$ cat config.mk
export PLATFORM = sky130hd
export DESIGN_NAME = multiplexed_bcd_display_driver_flat
export DESIGN_NICKNAME = d
export VERILOG_FILES = /design/src/hdl/mbdd_pkg.sv /design/src/hdl/mbdd_in_if.sv /design/src/hdl/mbdd_out_if.sv /design/src/hdl/mbdd_in_reg.sv /design/src/hdl/mbdd_bcd_split.sv /design/src/hdl/mbdd_scan.sv /design/src/hdl/multiplexed_bcd_display_driver.sv /design/src/flat_wrapper.sv
export SDC_FILE = /design/constraint.sdc
export NUM_CORES = 1
export LEC_CHECK = 0
export ABC_CLOCK_PERIOD_IN_PS = 8580
export BUFFER_PORTS_ARGS = -buffer_cell sky130_fd_sc_hd__buf_2
export CORE_MARGIN = 5
export CORE_UTILIZATION = 60
export CTS_CLUSTER_SIZE = 20
export DETAILED_ROUTE_END_ITERATION = 10
export PLACE_DENSITY = 0.85
export SKIP_LAST_GASP = 1
export SYNTH_ARGS = -nofsm -noshare
export SYNTH_HDL_FRONTEND = slang
export SYNTH_SLANG_ARGS = --single-unit
$ cat constraint.sdc
create_clock -name clk_i -period 8.58 [get_ports clk_i]
set_input_delay 0.429 -clock clk_i [delete_from_list [all_inputs] [get_ports clk_i]]
set_output_delay 0.429 -clock clk_i [all_outputs]
set_load 0.05 [all_outputs]
$ cat src/hdl/mbdd_pkg.sv
// ----------------------------------------------------------------------------
// mbdd_pkg
// Types and constants shared by the multiplexed BCD display driver.
// ----------------------------------------------------------------------------
`default_nettype none

package mbdd_pkg;

  typedef enum logic [1:0] {
    KIND_TICK = 2'd0,
    KIND_SHOW = 2'd1,
    KIND_STOP = 2'd2
  } kind_e;

  typedef enum logic [1:0] {
    SCAN_STOPPED  = 2'd0,
    SCAN_HUNDREDS = 2'd1,
    SCAN_TENS     = 2'd2,
    SCAN_ONES     = 2'd3
  } scan_mode_e;

  localparam logic [9:0]  VALUE_MAX      = 10'd999;
  localparam logic [3:0]  ERROR_CODE     = 4'hE;
  localparam logic [9:0]  HUNDRED        = 10'd100;
  localparam logic [6:0]  TEN            = 7'd10;
  // Reciprocal factors: (u * 41) >> 12 is u / 100 for u <= 999, and
  // (r * 103) >> 10 is r / 10 for r <= 99.
  localparam logic [15:0] HUNDREDS_RECIP = 16'd41;
  localparam logic [13:0] TENS_RECIP     = 14'd103;

  typedef struct packed {
    logic [1:0]         kind;
    logic signed [10:0] value;
  } in_item_t;

  typedef struct packed {
    logic [3:0] hundreds;
    logic [3:0] tens;
    logic [3:0] ones;
  } digits_t;

endpackage

`default_nettype wire

$ cat src/hdl/mbdd_in_if.sv
// ----------------------------------------------------------------------------
// mbdd_in_if
// Input channel of the display driver: command kind and value to show.
// ----------------------------------------------------------------------------
`default_nettype none

interface mbdd_in_if;
  logic               valid;
  logic               ready;
  logic [1:0]         kind;
  logic signed [10:0] value;

  modport source (output valid, output kind, output value, input ready);
  modport sink   (input valid, input kind, input value, output ready);
endinterface

`default_nettype wire

$ cat src/hdl/mbdd_out_if.sv
// ----------------------------------------------------------------------------
// mbdd_out_if
// Output channel of the display driver: digit bus code and digit enables.
// ----------------------------------------------------------------------------
`default_nettype none

interface mbdd_out_if;
  logic       valid;
  logic       ready;
  logic [3:0] digit_code;
  logic [2:0] digit_enable;

  modport source (output valid, output digit_code, output digit_enable, input ready);
  modport sink   (input valid, input digit_code, input digit_enable, output ready);
endinterface

`default_nettype wire

$ cat src/hdl/mbdd_in_reg.sv
// ----------------------------------------------------------------------------
// mbdd_in_reg
// Input register stage. Takes a new transaction whenever it is empty or its
// current contents move on in the same cycle.
// ----------------------------------------------------------------------------
`default_nettype none

module mbdd_in_reg
  import mbdd_pkg::*;
(
  input  wire logic clk_i,
  input  wire logic rst_ni,
  mbdd_in_if.sink   in_i,
  input  wire logic advance_i,
  output logic      valid_o,
  output in_item_t  item_o
);

  logic     valid_q, valid_d;
  in_item_t item_q;
  logic     take;

  assign in_i.ready = !valid_q || advance_i;
  assign take       = in_i.valid && in_i.ready;
  assign valid_d    = take ? 1'b1 : (advance_i ? 1'b0 : valid_q);

  always_ff @(posedge clk_i or negedge rst_ni) begin
    if (!rst_ni) begin
      valid_q <= 1'b0;
    end else begin
      valid_q <= valid_d;
    end
  end

  always_ff @(posedge clk_i) begin
    if (take) begin
      item_q.kind  <= in_i.kind;
      item_q.value <= in_i.value;
    end
  end

  assign valid_o = valid_q;
  assign item_o  = item_q;

endmodule

`default_nettype wire

$ cat src/hdl/mbdd_bcd_split.sv
// ----------------------------------------------------------------------------
// mbdd_bcd_split
// Splits a signed value into hundreds, tens and ones, or the error code in
// all three digits when the value lies outside 0 to 999.
// ----------------------------------------------------------------------------
`default_nettype none

module mbdd_bcd_split
  import mbdd_pkg::*;
(
  input  wire logic signed [10:0] value_i,
  output digits_t                 digits_o
);

  logic [9:0]  mag;
  logic        in_range;
  logic [15:0] prod_h;
  logic [3:0]  hundreds;
  logic [6:0]  rem;
  logic [13:0] prod_t;
  logic [3:0]  tens;
  logic [3:0]  ones;

  assign mag      = value_i[9:0];
  assign in_range = !value_i[10] && (mag <= VALUE_MAX);

  assign prod_h   = {6'd0, mag} * HUNDREDS_RECIP;
  assign hundreds = prod_h[15:12];
  assign rem      = 7'(mag - {6'd0, hundreds} * HUNDRED);
  assign prod_t   = {7'd0, rem} * TENS_RECIP;
  assign tens     = prod_t[13:10];
  assign ones     = 4'(rem - {3'd0, tens} * TEN);

  always_comb begin
    if (in_range) begin
      digits_o = '{hundreds: hundreds, tens: tens, ones: ones};
    end else begin
      digits_o = '{hundreds: ERROR_CODE, tens: ERROR_CODE, ones: ERROR_CODE};
    end
  end

endmodule

`default_nettype wire

$ cat src/hdl/mbdd_scan.sv
// ----------------------------------------------------------------------------
// mbdd_scan
// Scan sequencer, digit store and result register. Each transaction from the
// input register updates the state and loads the result register; only a tick changes the bus code and enables.
// ----------------------------------------------------------------------------
`default_nettype none

module mbdd_scan
  import mbdd_pkg::*;
(
  input  wire logic clk_i,
  input  wire logic rst_ni,
  input  wire logic valid_i,
  input  in_item_t  item_i,
  input  digits_t   split_i,
  output logic      advance_o,
  mbdd_out_if.source out_o
);

  scan_mode_e mode_q, mode_d;
  digits_t    store_q, store_d;
  logic [3:0] code_q, code_d;
  logic [2:0] enable_q, enable_d;
  logic       out_valid_q, out_valid_d;
  logic       fire;

  assign advance_o   = !out_valid_q || out_o.ready;
  assign fire        = valid_i && advance_o;
  assign out_valid_d = fire ? 1'b1 : (out_o.ready ? 1'b0 : out_valid_q);

  always_ff @(posedge clk_i or negedge rst_ni) begin
    if (!rst_ni) begin
      mode_q      <= SCAN_STOPPED;
      store_q     <= '0;
      code_q      <= '0;
      enable_q    <= '0;
      out_valid_q <= 1'b0;
    end else begin
      mode_q      <= mode_d;
      store_q     <= store_d;
      code_q      <= code_d;
      enable_q    <= enable_d;
      out_valid_q <= out_valid_d;
    end
  end

  always_comb begin
    mode_d   = mode_q;
    store_d  = store_q;
    code_d   = code_q;
    enable_d = enable_q;
    if (fire) begin
      case (kind_e'(item_i.kind))
        KIND_SHOW: begin
          store_d = split_i;
          mode_d  = SCAN_HUNDREDS;
        end
        KIND_STOP: begin
          mode_d = SCAN_STOPPED;
        end
        KIND_TICK: begin
          // Every tick rewrites all three enables, so at most one digit is lit.
          case (mode_q)
            SCAN_HUNDREDS: begin
              code_d   = store_q.hundreds;
              enable_d = 3'b001;
              mode_d   = SCAN_TENS;
            end
            SCAN_TENS: begin
              code_d   = store_q.tens;
              enable_d = 3'b010;
              mode_d   = SCAN_ONES;
            end
            SCAN_ONES: begin
              code_d   = store_q.ones;
              enable_d = 3'b100;
              mode_d   = SCAN_HUNDREDS;
            end
            default: begin
              enable_d = 3'b000;
            end
          endcase
        end
        default: begin
          mode_d = mode_q;
        end
      endcase
    end
  end

  assign out_o.valid        = out_valid_q;
  assign out_o.digit_code   = code_q;
  assign out_o.digit_enable = enable_q;

endmodule

`default_nettype wire

$ cat src/hdl/multiplexed_bcd_display_driver.sv
// ----------------------------------------------------------------------------
// multiplexed_bcd_display_driver
// Three-digit multiplexed BCD display driver with one result per command.
// ----------------------------------------------------------------------------
// The block takes one transaction per clock cycle on in_i while out_o is not
// stalled, and returns exactly one transaction on out_o for each, carrying the
// bus code and the digit enables as they stand after that command. A command
// is held in the input register, then the digit split and scan logic load the
// result register, which presents it on out_o. When out_o is stalled the result
// register holds and the input register fills, after which in_i deasserts ready
// until the result is taken.
`default_nettype none

module multiplexed_bcd_display_driver
  import mbdd_pkg::*;
(
  input  wire logic   clk_i,
  input  wire logic   rst_ni,
  mbdd_in_if.sink     in_i,
  mbdd_out_if.source  out_o
);

  logic     s1_valid;
  in_item_t s1_item;
  digits_t  split;
  logic     advance;

  mbdd_in_reg u_in_reg (
    .clk_i     (clk_i),
    .rst_ni    (rst_ni),
    .in_i      (in_i),
    .advance_i (advance),
    .valid_o   (s1_valid),
    .item_o    (s1_item)
  );

  mbdd_bcd_split u_split (
    .value_i  (s1_item.value),
    .digits_o (split)
  );

  mbdd_scan u_scan (
    .clk_i     (clk_i),
    .rst_ni    (rst_ni),
    .valid_i   (s1_valid),
    .item_i    (s1_item),
    .split_i   (split),
    .advance_o (advance),
    .out_o     (out_o)
  );

endmodule

`default_nettype wire

$ cat src/flat_wrapper.sv
// flat-port wrapper written by rule: the top's interface ports become plain ports
module multiplexed_bcd_display_driver_flat import mbdd_pkg::*;
  (clk_i, rst_ni, in_i_valid, in_i_kind, in_i_value, in_i_ready, out_o_valid, out_o_digit_code, out_o_digit_enable, out_o_ready);
  mbdd_in_if in_i_i ();
  mbdd_out_if out_o_i ();
  input  wire logic clk_i;
  input  wire logic rst_ni;
  input wire logic [$bits(in_i_i.valid)-1:0] in_i_valid;
  input wire logic [$bits(in_i_i.kind)-1:0] in_i_kind;
  input wire logic [$bits(in_i_i.value)-1:0] in_i_value;
  output wire logic [$bits(in_i_i.ready)-1:0] in_i_ready;
  output wire logic [$bits(out_o_i.valid)-1:0] out_o_valid;
  output wire logic [$bits(out_o_i.digit_code)-1:0] out_o_digit_code;
  output wire logic [$bits(out_o_i.digit_enable)-1:0] out_o_digit_enable;
  input wire logic [$bits(out_o_i.ready)-1:0] out_o_ready;
  assign in_i_i.valid = in_i_valid;
  assign in_i_i.kind = in_i_kind;
  assign in_i_i.value = in_i_value;
  assign in_i_ready = in_i_i.ready;
  assign out_o_valid = out_o_i.valid;
  assign out_o_digit_code = out_o_i.digit_code;
  assign out_o_digit_enable = out_o_i.digit_enable;
  assign out_o_i.ready = out_o_ready;
  multiplexed_bcd_display_driver u_core (.clk_i(clk_i), .rst_ni(rst_ni), .in_i(in_i_i), .out_o(out_o_i));
endmodule
# After elaboration in Yosys (flattened, before gate mapping)
# Cells that the tools add are included.
totals:
  reg_bits: 36
  in_bits: 17
  out_inout_bits: 9
  elab_cells: 49
classes:
  add_sub_neg: 2
  mul: 4
  magnitude_cmp: 1
  eq_ne: 6
  n_mux: 9
  reduce_logical: 17
ops:
  columns: ["operator", "count"]
  rows:
  - ["10-bit by 6-bit multiplier with 16-bit output, second input constant", 1]
  - ["7-bit by 7-bit multiplier with 14-bit output, second input constant", 1]
  - ["12-bit 2-to-1 mux", 1]
  - ["2-bit one-hot mux with 3 select lines", 2]
  - ["4-bit one-hot mux with 3 select lines", 1]
  - ["10-bit less-or-equal comparator, second input constant", 1]
  - ["3-bit one-hot mux with 3 select lines", 1]
  - ["7-bit subtractor", 1]
  - ["2-bit equality test, second input constant", 3]
  - ["3-bit AND reduction", 2]
  - ["3-bit nonzero test", 2]
  - ["4-bit by 5-bit multiplier with 5-bit output, second input constant", 1]
  - ["2-bit by 1-bit equality test with 1-bit output, second input constant", 2]
  - ["4-bit by 3-bit multiplier with 3-bit output, second input constant", 1]
  - ["1-bit 2-to-1 mux", 4]
  - ["4-bit inequality test, second input constant", 1]
  - ["2-bit AND reduction", 2]
  - ["2-bit nonzero test", 2]
  - ["4-bit subtractor", 1]
  - ["1-bit logical AND", 3]
  - ["1-bit zero test", 3]
  - ["2-bit zero test", 1]
  - ["1-bit logical OR", 2]

# Logic depth before layout (Yosys ltp)
# Gate-level depths: netlist of run 1.
depth:
  ltp_word: 7
  depth_mapped: 33
  mapped_depth_nobuf: 33

# Modules after synthesis
# Synthesis of run 1 repeated with hierarchy kept, for this count alone.
hier_totals:
  hier_cells: 293
  hier_area_um2: 3369.5
modules_own_cells:
  columns: ["mod", "instances", "cells_per_inst", "area_each_um2", "seq_area_each_um2"]
  rows:
  - ["mbdd_bcd_split", 1, 199, 1890.6, 0.0]
  - ["mbdd_scan", 1, 77, 1034.7, 550.5]
  - ["mbdd_in_reg", 1, 17, 444.2, 415.4]

# Least setup slack after synthesis of run 1
# No wires, ideal clock.
synth_path:
  path_kind: "register to register"
  startpoint: "register u_core.u_in_reg.item_q (netlist bit u_core.u_in_reg.item_o[4])"
  endpoint: "register u_core.u_scan.store_q[3] in the netlist's numbering"
  setup_time_ps: 77
  arrival_time_ps: 7456
  required_ps: 8503
  slack_ps: 1046
  path_stages_with_launch: 34
  path_buffers: 0
  period_less_slack_ps: 7534
  cell_sequence: "edfxtp_1 > ha_1 > fa_1 > ha_1 > ha_1 > a21oi_1 > o21ai_0 > a21oi_2 > o211ai_1 > a21oi_1 > xnor2_1 > ha_1 > inv_1 > ha_1 > nand4_1 > and3_1 > xnor2_1 > ha_1 > inv_1 > fa_1 > inv_1 > fa_1 > ha_1 > ha_1 > a21oi_1 > nand2_1 > a41oi_2 > o21bai_2 > xor2_2 > ha_1 > fa_1 > xnor2_1 > xnor3_1 > a21oi_1"
synth_between:
  elab_chain_cells: 7
  word_cells_on_any_way: 9
  cone_classes: "2 x add/sub; 4 x mul; 1 x order compare; 1 x mux; 1 x reduce/logical"
synth_lines:
  columns: ["item", "line", "source"]
  rows:
  - ["start, declared", "mbdd_in_reg.sv:20", "in_item_t item_q;"]
  - ["10-bit by 6-bit multiplier with 16-bit output", "mbdd_bcd_split.sv:27", "assign prod_h = {6'd0, mag} * HUNDREDS_RECIP;"]
  - ["4-bit by 5-bit multiplier with 5-bit output", "mbdd_bcd_split.sv:29", "assign rem = 7'(mag - {6'd0, hundreds} * HUNDRED);"]
  - ["7-bit subtractor", "mbdd_bcd_split.sv:29", null]
  - ["7-bit by 7-bit multiplier with 14-bit output", "mbdd_bcd_split.sv:30", "assign prod_t = {7'd0, rem} * TENS_RECIP;"]
  - ["4-bit by 3-bit multiplier with 3-bit output", "mbdd_bcd_split.sv:32", "assign ones = 4'(rem - {3'd0, tens} * TEN);"]
  - ["4-bit subtractor", "mbdd_bcd_split.sv:32", null]
  - ["12-bit 2-to-1 mux *", "mbdd_bcd_split.sv:35", "if (in_range) begin"]
  - ["end signal, assigned", "mbdd_scan.sv:40", "store_q <= store_d;"]
  - ["end, declared", "mbdd_scan.sv:21", "digits_t store_q, store_d;"]
# Every way passes the cells marked *; elsewhere a longest branch is shown, timed or not.
# A chain may end at the register's enable or synchronous reset.

# Worst setup path after layout of run 1
layout_path:
  startpoint: "register u_core.u_in_reg.item_q (netlist bit u_core.u_in_reg.item_o[6])"
  endpoint: "register u_core.u_scan.store_q[3] in the netlist's numbering"
# Same word-level chain as after synthesis.

==> metrics.cfg, run 1 <==
[synthesis]
synth.top_cell.area_share_pct = 29.4
ys_seq_elements = 36
syn-num-nets = 396
ys.flop_type = dfrtp_1
yosysWarnings = 0
seq_area_frac_synth_pct = 30.3
avgSynthCellArea_um2 = 11.0
async_reset_ff_share_pct = 63.9
yosysTopAreaCell = ha_1
synth_edf_count = 13
synth_cells = 290
synthDistinctLibCells = 42
synth_area_leaders = ha_1, dfrtp_1, edfxtp_1, fa_1, a21oi_1
syn_area_um2 = 3190

[timing]
fin_skew_ns = 0.00740
tns_ns = 0
setup_violations = 0
slew_headroom_pct = 57.5
fmax_mhz = 124
rsz0062_at_grt = false
layout_min_cycle_time_ns = 8.07
timing_hold_violations_final = 0
fin_crit_sh_pct = 94.1
worst_pin_slew_ns = 0.633
finalMaxSlewViolations = 0

[global_routing]
overflow = 0
grt_max_degree = 24
grt_pass1_vias = 2300
grt_pass1_wl_um = 10100
grtUsageTotal_pct = 17.8
antenna_found_initial = 0

[cts]
cts_buffer_depth = 2
cts.htree.levels = 2
postCtsHoldBufs = 0
cts-buffers-inserted = 5
cts_setup_buffers = 0
clk_latency_ns = 0.28
cts_root_buffer = clkbuf_8
ctsResizeCount = 0
cts_tree = yes
path_clk_slew_ns = 0.07
clock-sinks = 36

[detailed_routing]
vias = 2203
viasPerCell = 5.65
drc = 0
drtIter0Drc = 109
first_pass_iters = 4
postRouteAntennaNets = 0
wirelength_um = 5900
wire_per_inst_um = 15.1

[worst_setup_path]
slowest_stage = edfxtp_1
path_common_cell = ha_1
crit_path_start_kind = flip-flop
endpoint_kind = flip-flop
cp.arrival_ns = 8.28
crit_fanout = 5
crit_type = reg2reg
cp_slowest_stage_delay_ns = 0.51
required_ns = 8.79

[place]
gp_congestion = 0.846
dp_hpwl_um = 4990
port_buffers = 25

[layout]
drive_gt1_share_pct = 13.8
area_growth_pct = 9.17
register_area_um2 = 966
nFillCells = 417
multi_input_area_um2 = 2100
final_common_cell = ha_1
mostFrequentLayoutCells = ha_1, inv_1, buf_2
layout.nets = 425
antenna_cells = 0

[die]
die_w_um = 83.0
core-area_um2 = 5140
io_pins = 26
row_count = 26
dieArea_um2 = 6880
die_h_um = 83.0
initial_utilization_pct = 62.1

[run]
cap_violations = 0

[run_status]
status = complete, no violations

[worst_hold_path]
hold_class = in2async

-- path summary, 6_finish.rpt --
path                                                             to                                 from  cells past startpoint  slack [ns]
worst max-delay path                       u_core.u_scan.store_q[3]            u_core.u_in_reg.item_o[6]                     33        0.51
worst min-delay path            u_core.u_scan.out_o.digit_enable[2]                               rst_ni                      1        0.10
worst max register to register             u_core.u_scan.store_q[3]            u_core.u_in_reg.item_o[6]                     33        0.51
worst min register to register  u_core.u_scan.out_o.digit_enable[2]  u_core.u_scan.out_o.digit_enable[2]                      2        0.47
max in group asynchronous                  u_core.u_scan.store_q[3]                               rst_ni                      1        8.12
min in group clk_i                       u_core.u_in_reg.item_o[11]                         in_i_kind[0]                      1        0.31
-- state kept, by name, summed over array words and instances, names as in the netlist --
name and cells:
u_core.u_in_reg.item_o 13, u_core.u_in_reg.valid_o 1, u_core.u_scan.mode_q 2, u_core.u_scan.out_o.digit_code 4
u_core.u_scan.out_o.digit_enable 3, u_core.u_scan.out_o.valid 1, u_core.u_scan.store_q 12
-- through the flow --
step	cells	utilization (%)	worst slack, ns	hold WS, ns	instance area, um^2
6_report	390	67.8	0.506	0.103	3490
4_1_cts	389	67.7	0.403	0.120	3480
2_1_floorplan	290	-	1.05	0.133	3190
5_1_grt	390	67.8	0.00388	0.146	3490
3_3_place_gp	381	66.0	0.639	0.428	3390
3_5_place_dp	381	66.0	0.429	0.431	3390
-- routing by layer --
metal	routed length, um	vias up	part of all wire [%]	global-route usage, %
met5	0	-	0	0
met4	37	0	0.63	3.86
met3	221	6	3.7	3.37
met2	2970	47	50	30.6
met1	2660	1044	45	23.2
li1	-	1106	-	-
-- final cells by class --
type,count,share of cell area (%)
flip-flops and latches,36,27.7
multi-input cells,221,60.3
clock inverters,3,0.538
inverters,29,3.12
well taps,70,2.51
repair buffers,26,3.80
clock buffers,5,1.97
-- synthesized netlist by cell type (all sizes together), types with 2 or more instances --
master and count:
nand3 3, nor2 10, nor3 3, xor2 6
and3 2, a21oi 24, a22o 3, o21ai 9
clkbuf 4, a41oi 2, nand2b 5, mux2 4
fa 14, nand2 15, and2 2, xnor2 13
o22a 4, ha 75, o31ai 3, edfxtp 13
nand4 2, o21bai 2, inv 29, o22ai 6
or3 3, dfrtp 23
-- worst max-delay path: cells and delay by family (launching register included) --
family	cells	cell delay, ns
xor+xnor	5	0.84
simple gates	3	0.39
compound gates	9	1.53
flops	1	0.51
fa+ha+maj	13	4.56
buf+inv	3	0.15
-- cell families (layout without fill, tap and decap cells) --
family                     after synthesis  in the layout  synth area share (%)
muxes                                    4              4                  1.41
adders and majority gates               89             89                  38.2
AOI/OAI and AO/OA                       59             59                  12.3
DFF                                     36             36                  30.3
and+or+nand+nor                         49             49                  7.56
xor gates and xnor gates                20             20                  6.39
buffers and inverters                   33             63                  3.88
Power of run 1 is left out: the tool's default activity adds up to more than one toggle a clock period on the data nets, which glitch-free logic cannot reach.
==> run 2, diff against run 1 <==
ABC_CLOCK_PERIOD_IN_PS = 9650   (was 8580)
clock period = 9.65 ns   (was 8.58 ns; I/O delays follow)
==> run 2 against run 1 <==
Against the previous run:
- sequential share of layout area decreased by 0.13 points
- cell count decreased by 0.26%
- clock skew decreased by 0.0014 ns
- sequential cell count unchanged
- first-iteration DRC count decreased by 28%
- worst hold slack improved by 0.059 ns
- global-route usage decreased by 0.24 points
- count of clock-buffer cells in the layout unchanged
- via count decreased by 0.54%
- die area unchanged
- utilization increased by 0.32 points
- routed wire length increased by 0.49%
- critical endpoint unchanged
- largest cell class unchanged
==> metrics.cfg, run 2 (same netlist as run 1, synthesis figures left out) <==
[layout]
final_common_cell = ha_1
nFillCells = 401  ; -3.8%
largest_reg_flops = 13  ; unchanged
antenna_cells = 0  ; unchanged
drive_gt1_share_pct = 13.5  ; -0.27 points
layout.nets = 424  ; -0.24%
mostFrequentLayoutCells = ha_1, inv_1, buf_2
area_growth_pct = 9.68
final_cells = 389  ; -0.26%
final_util_pct = 68.1  ; +0.32 points

[cts]
cts.htree.levels = 2  ; unchanged
cts-buffers-inserted = 5  ; unchanged
path_clk_slew_ns = 0.07  ; about the same
cts_root_buffer = clkbuf_8
clk_latency_ns = 0.28  ; about the same
ctsResizeCount = 0  ; unchanged
cts_setup_buffers = 0  ; unchanged
cts_tree = yes
cts_buffer_depth = 2  ; unchanged
clock-sinks = 36  ; unchanged
postCtsHoldBufs = 0  ; unchanged

[die]
die_w_um = 83.0  ; unchanged
io_pins = 26  ; unchanged
row_count = 26  ; unchanged
die_h_um = 83.0  ; unchanged
dieArea_um2 = 6880  ; unchanged
initial_utilization_pct = 62.1  ; unchanged
core-area_um2 = 5140  ; unchanged

[worst_setup_path]
crit_path_start_kind = flip-flop
required_ns = 9.86  ; +1.07 ns
critPathTopFamily = adder cells
crit_type = reg2reg
path_common_cell = ha_1
slowest_stage = edfxtp_1
crit_fanout = 10  ; +5
worstSetupStartpoint = u_core.u_in_reg.item_o[4]
cp.arrival_ns = 8.37  ; +0.09 ns
endpoint_kind = flip-flop
cp_num_buf_inv = 3  ; unchanged
worstReg2RegStart = u_core.u_in_reg.item_o[4]
cp_slowest_stage_delay_ns = 0.55  ; +0.04 ns

[timing]
finalMaxSlewViolations = 0  ; unchanged
tns_ns = 0  ; unchanged
fmax_mhz = 123  ; -1.1%
timing_hold_violations_final = 0  ; unchanged
slew_headroom_pct = 54.2  ; -3.3 points
fin_crit_sh_pct = 84.6  ; -9.5 points
setup_violations = 0  ; unchanged
fin_skew_ns = 0.00603  ; -0.00138 ns
layout_min_cycle_time_ns = 8.16  ; +0.0863 ns
rsz0062_at_grt = false
worst_pin_slew_ns = 0.682  ; +0.0487 ns

[place]
gp_congestion = 0.845  ; about the same
port_buffers = 25  ; unchanged
dp_hpwl_um = 4930  ; -1.1%
post-place-cells = 381  ; unchanged

[detailed_routing]
viasPerCell = 5.63  ; -0.29%
first_pass_iters = 4  ; unchanged
wirelength_um = 5920  ; +0.49%
drtIter0Drc = 79  ; -28%
wire_per_inst_um = 15.2  ; +0.75%
postRouteAntennaNets = 0  ; unchanged
drc = 0  ; unchanged
vias = 2191  ; -0.54%

[global_routing]
grt_pass1_vias = 2251  ; -2.1%
overflow = 0  ; unchanged
antenna_found_initial = 0  ; unchanged
grt_max_degree = 24  ; unchanged
grtUsageTotal_pct = 17.5  ; -0.24 points
grt_pass1_wl_um = 10100  ; -0.41%

[run]
cap_violations = 0  ; unchanged

[run_status]
status = complete, no violations

[worst_hold_path]
hold_class = in2async

## run 2: cell types whose count changed in the layout (fill, tap and decap cells not counted), sizes merged
| cell | before | now |
|---|---|---|
| clkinv | 3 | 1 |
| buf | 26 | 25 |
| bufinv | 0 | 1 |
| clkinvlp | 0 | 1 |
## run 2: layout make-up
cell class	instances	area [um^2]	share of cell area, %
Multi-Input combinational cell	221	2100	60.1
Clock buffer	5	68.8	1.96
Tap cell	70	87.6	2.50
Timing Repair Buffer	25	125	3.57
Inverter	29	109	3.11
Clock inverter	3	42.5	1.21
Sequential cell	36	966	27.6
## run 2: per-layer routing
layer / wire (um) / track usage [%] / vias to the layer above
li1: - / - / 1103
met1: 2710 / 23.4 / 1032
met2: 2950 / 30.2 / 48
met3: 217 / 3.17 / 8
met4: 45 / 2.67 / 0
met5: 0 / 0 / -
## run 2: final timing paths
| path | to | slack (ns) | cells past startpoint |
|---|---|---|---|
| worst max-delay path | u_core.u_scan.store_q[3] | 1.49 | 33 |
| worst min-delay path | u_core.u_scan.out_o.digit_enable[1] | 0.16 | 1 |
| worst max register to register | u_core.u_scan.store_q[3] | 1.49 | 33 |
| worst min register to register | u_core.u_scan.out_o.digit_enable[2] | 0.47 | 2 |
| max in group asynchronous | u_core.u_scan.store_q[11] | 9.14 | 1 |
| min in group clk_i | u_core.u_in_reg.item_o[11] | 0.37 | 1 |
## run 2: worst reg2reg max path: cells and delay by family, from the launching register on
| kind | cells | cell delay [ns] |
|---|---|---|
| flip-flops | 1 | 0.55 |
| adder cells (fa/ha/maj) | 13 | 4.59 |
| AND/OR/NAND/NOR | 3 | 0.40 |
| buffers and inverters | 3 | 0.15 |
| XOR/XNOR | 5 | 0.84 |
| AO/OA/AOI/OAI | 9 | 1.55 |
## run 2: per-stage QoR
step | instance area, um^2 | worst slack (ns) | hold WS (ns)
2_1_floorplan | 3190 | 2.12 | 0.187
3_3_place_gp | 3390 | 1.71 | 0.456
3_5_place_dp | 3390 | 1.49 | 0.462
4_1_cts | 3500 | 1.47 | 0.175
5_1_grt | 3500 | 0.947 | 0.198
6_report | 3500 | 1.49 | 0.162
Power of run 2 is left out for the same reason.
==> run 3, diff against run 2 <==
ABC_CLOCK_PERIOD_IN_PS = 7100   (was 9650)
CORE_UTILIZATION = 55   (was 60)
PLACE_DENSITY = 0.82   (was 0.85)
clock period = 7.1 ns   (was 9.65 ns; I/O delays follow)
==> run 3 against run 2 <==
Against the previous run:
- the run now ends with setup timing left
- clock skew down 0.0040 ns
- cell count up 19%
- utilization up 8.4 points
- via count up 20%
- design area up 22%
- highest routed layer unchanged
==> metrics.cfg, run 3 (same netlist as run 1, synthesis figures left out) <==
[timing]
slew_headroom_pct = 54.6  ; +0.38 points
layout_min_cycle_time_ns = 7.60  ; -0.558 ns
fin_crit_sh_pct = 107  ; +23 points
fmax_mhz = 132  ; +7.3%
setup_violations = 2  ; +2
holdWs_ns = 0.0334  ; -0.129 ns
fin_skew_ns = 0.00205  ; -0.00398 ns
setup_ws_ns = -0.502  ; -1.99 ns
worst_pin_slew_ns = 0.676  ; -0.00571 ns
timing_hold_violations_final = 0  ; unchanged
finalMaxSlewViolations = 0  ; unchanged
rsz0062_at_grt = true

[die]
row_count = 27  ; +3.8%
die_w_um = 86.2  ; +3.9%
io_pins = 26  ; unchanged
die_h_um = 86.2  ; +3.9%
dieArea_um2 = 7430  ; +8.0%
core-area_um2 = 5570  ; +8.4%
initial_utilization_pct = 57.3  ; -4.8 points

[global_routing]
grtUsageTotal_pct = 23.1  ; +5.6 points
antenna_found_initial = 0  ; unchanged
grt_max_degree = 24  ; unchanged
grt_pass1_vias = 2871  ; +28%
overflow = 0  ; unchanged
grt_pass1_wl_um = 13400  ; +33%

[worst_setup_path]
crit_fanout = 5  ; -5
cp.arrival_ns = 7.82  ; -0.55 ns
endpoint_kind = flip-flop
required_ns = 7.31  ; -2.55 ns
slowest_stage = edfxtp_1
crit_type = reg2reg
crit_path_start_kind = flip-flop
cp_slowest_stage_delay_ns = 0.50  ; -0.05 ns
path_common_cell = a21oi_2

[place]
port_buffers = 25  ; unchanged
gp_congestion = 0.868  ; +2.7%
dp_hpwl_um = 5610  ; +14%

[layout]
area_growth_pct = 33.6
largest_reg_flops = 13  ; unchanged
antenna_cells = 0  ; unchanged
mostFrequentLayoutCells = buf_4, ha_1, inv_1
drive_gt1_share_pct = 38.5  ; +25 points
layout.nets = 495  ; +17%
nFillCells = 351  ; -12%
final_common_cell = buf_4

[detailed_routing]
postRouteAntennaNets = 0  ; unchanged
drc = 0  ; unchanged
drtIter0Drc = 133  ; +68%
wire_per_inst_um = 17.9  ; +18%
vias = 2640  ; +20%
first_pass_iters = 4  ; unchanged
viasPerCell = 5.71  ; +1.5%
wirelength_um = 8280  ; +40%

[run_status]
status = complete, but fails checks
failed_checks = setup timing

[cts]
postCtsHoldBufs = 0  ; unchanged
cts_tree = yes
cts-buffers-inserted = 5  ; unchanged
clock-sinks = 36  ; unchanged
clk_latency_ns = 0.28  ; about the same
cts_root_buffer = clkbuf_8
path_clk_slew_ns = 0.07  ; about the same
cts_buffer_depth = 2  ; unchanged
cts.htree.levels = 2  ; unchanged

[run]
cap_violations = 0  ; unchanged

[worst_hold_path]
hold_class = in2async

## run 3: path summary, 6_finish.rpt
check | startpoint | end | slack [ns] | cells after the start
min in group clk_i | in_i_value[5] | u_core.u_in_reg.item_o[5] | 0.24 | 1
setup reg to reg | u_core.u_in_reg.item_o[3] | u_core.u_scan.store_q[3] | -0.50 | 34
max in group asynchronous | rst_ni | u_core.u_scan.store_q[1] | 6.73 | 1
hold reg to reg | u_core.u_scan.out_o.digit_enable[2] | u_core.u_scan.out_o.digit_enable[2] | 0.48 | 2
hold / removal | rst_ni | u_core.u_scan.out_o.digit_enable[1] | 0.03 | 1
setup / recovery | u_core.u_in_reg.item_o[3] | u_core.u_scan.store_q[3] | -0.50 | 34
## run 3: area by class of cell
cell class                 instances  area, um^2  area share (%)
inverter                          29         109            2.55
tap                               72        90.1            2.11
sequential                        36         966            22.6
clock buffer                       6        72.6            1.70
multi-input combinational        221        2360            55.3
clock inverter                     2        11.3           0.264
timing repair buffer              96         658            15.4
## run 3: what timing repair did
item	CTS	global route
pin swaps	16	28
resized for setup	5	26
setup buffers	43	6
setup endpoints to repair	2	8
hold endpoints to repair	0	0
## run 3: metal layers
metal	track usage (%)	wire length, um	up-vias
li1	-	-	1241
met1	26.1	3200	1280
met2	41.7	4420	92
met3	5.04	370	27
met4	10.1	295	0
met5	0	0	-
## run 3: critical path: cells and delay by family, from the launching register on
kind,cells,cell delay (ns)
buffers and inverters,5,0.54
adder cells (fa/ha/maj),12,3.92
flip-flops,1,0.50
AO/OA/AOI/OAI,9,1.36
AND/OR/NAND/NOR,4,0.48
XOR/XNOR,4,0.74
## run 3: per-stage QoR
stage,instance area (um^2),instances,setup slack [ns],util (%),setup TNS (ns)
after floorplan,3270,290,-0.0668,-,-0.0668
after global placement,3700,413,-0.0538,66.4,-0.0538
after detailed placement,3700,413,-0.342,66.4,-0.427
after CTS,4130,464,-0.289,74.1,-0.588
after global routing,4270,462,-0.749,76.5,-1.79
final,4270,462,-0.502,76.5,-0.741
Power of run 3 is left out for the same reason.
